===== config.mk =====
export PLATFORM = sky130hd
export DESIGN_NAME = swm_ctrl
export DESIGN_NICKNAME = d
export VERILOG_FILES = /design/src/rtl/swm_pkg.sv /design/src/rtl/swm_ctrl.sv
export SDC_FILE = /design/constraint.sdc
export NUM_CORES = 1
export LEC_CHECK = 0
export BUFFER_PORTS_ARGS = -buffer_cell sky130_fd_sc_hd__buf_2
export CORE_AREA = 2 2 39 41
export DETAILED_ROUTE_END_ITERATION = 8
export DIE_AREA = 0 0 41 43
export GPL_TIMING_DRIVEN = 0
export HOLD_SLACK_MARGIN = 0.02
export SYNTH_ARGS = -nofsm -noshare
export SYNTH_HDL_FRONTEND = slang
export SYNTH_SLANG_ARGS = --single-unit

===== constraint.sdc =====
create_clock -name clk -period 1.7 [get_ports clk]
set_input_delay 0.425 -clock clk [delete_from_list [all_inputs] [get_ports clk]]
set_output_delay 0.425 -clock clk [all_outputs]
set_load 0.02 [all_outputs]

===== src/rtl/swm_pkg.sv =====
// swm_pkg: shared types and constants for the sliding window median filter.
// No dependencies; used by swm_ctrl, swm_datapath and the top level.
package swm_pkg;

  localparam int SAMPLE_W = 32;
  localparam int CFG_W    = 7;
  localparam logic [CFG_W-1:0] CFG_RESET = 7'd3;

  typedef enum logic [1:0] {
    ST_IDLE,
    ST_REMOVE,
    ST_INSERT,
    ST_EMIT
  } state_t;

  typedef struct packed {
    logic load;
    logic remove;
    logic insert;
    logic emit;
  } cmd_t;

  typedef struct packed {
    logic full;
  } stat_t;

endpackage


===== src/rtl/swm_ctrl.sv =====
// swm_ctrl: sequencer for the median filter (load, remove, insert, emit).
// Depends on swm_pkg; drives swm_datapath through cmd_t, reads stat_t.
module swm_ctrl (
  input  logic           clk,
  input  logic           rst_n,
  input  logic           in_tvalid,
  output logic           in_tready,
  output logic           out_tvalid,
  input  logic           out_tready,
  output swm_pkg::cmd_t  cmd,
  input  swm_pkg::stat_t stat
);

  swm_pkg::state_t state_r, state_nxt;
  logic            out_valid_r, out_valid_nxt;

  always_ff @(posedge clk) begin
    if (!rst_n) begin
      state_r     <= swm_pkg::ST_IDLE;
      out_valid_r <= 1'b0;
    end else begin
      state_r     <= state_nxt;
      out_valid_r <= out_valid_nxt;
    end
  end

  always_comb begin
    state_nxt  = state_r;
    cmd        = '0;
    in_tready  = 1'b0;
    case (state_r)
      swm_pkg::ST_IDLE: begin
        in_tready = 1'b1;
        if (in_tvalid) begin
          cmd.load  = 1'b1;
          state_nxt = swm_pkg::ST_REMOVE;
        end
      end
      swm_pkg::ST_REMOVE: begin
        cmd.remove = stat.full;
        state_nxt  = swm_pkg::ST_INSERT;
      end
      swm_pkg::ST_INSERT: begin
        cmd.insert = 1'b1;
        state_nxt  = swm_pkg::ST_EMIT;
      end
      swm_pkg::ST_EMIT: begin
        if (!stat.full) begin
          state_nxt = swm_pkg::ST_IDLE;
        end else if (!out_valid_r || out_tready) begin
          cmd.emit  = 1'b1;
          state_nxt = swm_pkg::ST_IDLE;
        end
      end
      default: begin
        state_nxt = swm_pkg::ST_IDLE;
      end
    endcase
  end

  always_comb begin
    if (cmd.emit) begin
      out_valid_nxt = 1'b1;
    end else if (out_tready) begin
      out_valid_nxt = 1'b0;
    end else begin
      out_valid_nxt = out_valid_r;
    end
  end

  assign out_tvalid = out_valid_r;

endmodule


Word-level counts from Yosys, hierarchy flattened
Index checks and enable logic that the tools add are counted.
{"block": "word_totals", "inputBits": 5, "n_memories": 0, "ramBits": 0, "latch_bits": 0, "out_inout_bits": 6, "mem_bits_ro": 0, "register_bits": 3, "word_cells": 26}
{"block": "op_classes", "n_mul": 0, "n_bitwise": 0, "n_addsub": 0, "eq_ne": 5, "order_cmp": 0, "n_reduce_logical": 5, "div_mod_pow": 0, "shifts": 0, "mux": 14}
{"op": "$mux W1", "count": 10}
{"op": "$pmux W2 S4", "count": 1}
{"op": "$mux W2", "count": 3}
{"op": "$eq A2 B2 Y1 const B", "count": 2}
{"op": "$ne A3 B3 Y1 const B", "count": 1}
{"op": "$eq A2 B1 Y1 const B", "count": 1}
{"op": "$logic_not A2 Y1", "count": 1}
{"op": "$ne A2 B2 Y1 const B", "count": 1}
{"op": "$reduce_and A2 Y1", "count": 1}
{"op": "$reduce_bool A2 Y1", "count": 1}
{"op": "$logic_not A1 Y1", "count": 1}
{"op": "$logic_or A1 B1 Y1", "count": 1}

Depth between registers and ports, before layout
{"block": "depth", "depth_word": 6, "depth_mapped": 4, "ltp_nobuf": 4}

Worst setup path after synthesis
Ideal clock, no wire load.
{"block": "synth_path", "path_type": "register -> output", "from": "register state_r[0]", "to": "output cmd[3] (netlist bit)", "setup_slack_ps": 289, "arrival_time_ps": 986, "n_path_buf": 0, "path_stages_with_launch": 4, "path_cell_list": "dfxtp_1 > inv_1 > ha_1 > and2_1"}
{"item": "start, declared", "line": "swm_ctrl.sv:14", "text": "swm_pkg::state_t state_r, state_nxt;"}
{"item": "start signal, assigned", "line": "swm_ctrl.sv:19", "text": "state_r <= swm_pkg::ST_IDLE;"}
{"item": "start signal, assigned", "line": "swm_ctrl.sv:22", "text": "state_r <= state_nxt;"}
{"item": "end, declared", "line": "swm_ctrl.sv:10", "text": "output swm_pkg::cmd_t cmd,"}

==> PnR_summary.wiki <==
{| class="wikitable"
! Metric !! Value
|-
| Status || finished clean
|-
| Largest buffer count on any clock path || 2
|-
| Starting utilization of the core area || around 16%
|-
| Post-synthesis net count || 33
|-
| Power density of the placed cells || 1450 nW/µm²
|-
| Hold_buf cts || 0
|-
| Number of buffers inserted by post-CTS setup repair || 0
|-
| Transition at the pin with the smallest max-transition slack || 0.133 ns
|-
| Post-DR vias/cell || between 3 and 4
|-
| Flop2flop setup slack || 0.50 ns
|-
| Synthesized-area fraction occupied by adder cells || a little under a quarter
|-
| Fraction of layout instances using a drive strength above 1 || 47.4%
|-
| Synthesized-area fraction occupied by and/or/nand/nor cells || 21.3%
|-
| Launching element of the worst setup path || state_r[0]
|-
| Type of the worst min-delay path || input port to register
|-
| Global-route wire length before repair || 621 µm
|-
| Endpoint of the most critical setup path || cmd[3]
|-
| Vias in the first global route || 184
|-
| Total clock buffers created by CTS || 3
|-
| Detailed Routing Iterations Pass 1 || 2
|-
| Post-synthesis share of cell area spent on xor and xnor gates || 0%
|-
| Post-layout nets || 48
|-
| CTS resizes || 0
|-
| IO Count || 11
|-
| Die footprint || around 1800 µm²
|-
| Final Slew Violations || 0
|-
| Data required time of the worst path || 1.27 ns
|-
| Placement Cell Area || 288 µm²
|-
| Static leakage || 0.164 nW
|-
| Reg clk slew, reported paths || 0.04 ns
|-
| Total clock sinks || 3
|-
| Residual overflow from global routing || 0
|-
| Reported max-cap violation count || 0
|-
| Setup TNS || 0 ns
|-
| Core region area || ~1400 µm²
|-
| # setup viols final || 0
|-
| Worst setup slack after layout || 0.0626 ns
|-
| DRC violations left || 0
|-
| Post-route non-filler standard cell count || 54
|-
| Total wirelength of the detailed-routed design || between 400 and 500 µm
|-
| Clock tree from TritonCTS || done
|-
| Total of fill cells in the finished design || 160
|-
| Proportion of synthesized area in mux cells || 4.60%
|-
| Total inserted antenna cells || 0
|-
| Total Routing Usage GR || 5.93%
|-
| Clock period minus final worst setup slack || 1.64 ns
|-
| Number of instances in the synthesized netlist || 24
|-
| GPL Wtd Cong || 0.583
|-
| Length in cells of the worst reg-to-reg path || 4
|-
| Vias after detailed routing || 200
|-
| Area delta synth->final || 52.3%
|-
| CTS root buffer || clkbuf_4
|-
| Ys Warns || 0
|-
| Register cell area after layout || roughly 63 µm²
|-
| Maximum number of pins on one net before global-route repair || 5
|-
| Slew Limit Headroom || 91.1%
|-
| Setup skew after layout || 0.000484 ns
|-
| Critical path endpoint category || output port
|-
| Endpoint arrival time on the critical path || between 1 and 1.5 ns
|-
| Area of the mapped netlist || 218 µm²
|-
| Max H-tree Level || 1
|-
| Setup Crit Path Kind || register to output port
|-
| Proportion of synthesized chip area in sequential cells || 27.6%
|-
| Antenna violations before repair || 0
|-
| Clock latency at the later pin of the worst-skew pair || 0.23 ns
|-
| Main combinational cell family by area after synthesis || adder cells
|-
| Design area || around 330 µm²
|-
| Number of distinct library cells after synthesis || 14
|-
| Startpoint of the worst register-to-register path || state_r[0]
|-
| Pre-CTS setup slack || 0.221 ns
|-
| Final cycle utilization of the critical path || 96.3%
|-
| Number of instances in the placed design || 50
|-
| Peak Freq || 611 MHz
|-
| Y dimension of the die || 43 µm
|-
| Post-route ant nets || 0
|-
| Iteration-0 DRC Markers || 1
|-
| Number of failing hold endpoints at the final stage || 0
|-
| Post-synthesis compound-gate area fraction || 14.9%
|-
| Number of I/O port buffers || 10
|-
| Row count || 14
|-
| Maximum vdd drop || roughly 350 µV
|-
| Area used by multi-input combinational logic || 151 µm²
|-
| Synth Area per Inst || between 9 and 10 µm²
|-
| Detail-routed net length per standard cell || 7.59 µm
|-
| Crit-path max FO || 4
|-
| Total of flip-flops plus latches after synthesis || 3
|-
| Endpoint of the lowest-slack register-to-register path || state_r[0]
|-
| Die outline width || 41 µm
|-
| Type of origin of the critical path || register
|}
## cells in the final DEF, fill, tap and decap left out, types with 2 or more instances in the layout
cell type and instances:
dfxtp_2 2, inv_1 3, ha_1 3, nand2_1 3
clkbuf_4 3, buf_4 2, buf_2 9, and2_1 2
## cell usage after synthesis, drive strengths merged
cell type	instances	area share [%]
a21oi	1	4.0
a21boi	1	3.4
mux2i	1	4.6
o21a	1	3.4
nand2	3	5.2
inv	3	5.2
and4b	1	4.6
buf	1	3.4
nand2b	1	2.9
nor2b	1	2.9
dfxtp	3	28
and2	2	5.7
ha	4	23
o31a	1	4.0
## stage by stage
step           power (mW)  hold slack (ns)  utilization (%)
6_report            0.481            0.473             24.0
5_1_grt             0.523            0.487             24.0
4_1_cts             0.474            0.477             22.7
3_5_place_dp        0.343            0.496             20.8
3_3_place_gp        0.341            0.495             20.8
2_1_floorplan       0.286            0.468                -
## how the worst min path moves through the flow
stage | slack (ns) | depth (start not counted) | start | end
6_report | 0.47 | 3 | rst_n | state_r[1]
5_1_grt | 0.49 | 3 | rst_n | state_r[1]
4_1_cts | 0.48 | 3 | rst_n | state_r[1]
3_5_place_dp | 0.50 | 2 | state_r[1] | state_r[1]
3_3_place_gp | 0.49 | 2 | state_r[1] | state_r[1]
2_1_floorplan | 0.47 | 2 | state_r[1] | state_r[1]
## state kept, by name, indices dropped and copies added, names as in the netlist
register,cells
out_tvalid,1
state_r,2
## report_power, final
part / internal (mW) / switching (mW) / total (mW)
registers: 0.0979 / 0.0313 / 0.129
clock network: 0.0878 / 0.0351 / 0.123
logic: 0.0970 / 0.132 / 0.229
total: 0.283 / 0.198 / 0.481
## worst max-delay path: stages, from the launching register on
cell     delay, ns
dfxtp_2       0.37
inv_1         0.08
ha_1          0.24
and2_1        0.14
buf_2         0.15
## cell families (layout without fill, tap and decap cells)
family | count (synthesis) | in the layout
simple gates | 8 | 8
flops | 3 | 3
buf+inv | 4 | 18
compound gates | 4 | 4
fa+ha+maj | 4 | 4
mux | 1 | 1
## per-layer routing
layer	vias to the layer above	wire length, µm	GRT usage, %	part of all wire (%)
li1	104	-	-	-
met1	89	163	5.16	40
met2	7	204	7.81	50
met3	0	42	3.14	10
met4	0	0	8.00	0
met5	-	0	0	0
## cell type report
cell class,count,area share (%)
buffer,1,2.26
timing repair buffer,10,15.8
tap,16,6.04
multi-input combinational,17,45.7
sequential,3,18.9
inverter,3,3.40
clock buffer,4,7.92
Power figures use the tool's default switching activity.
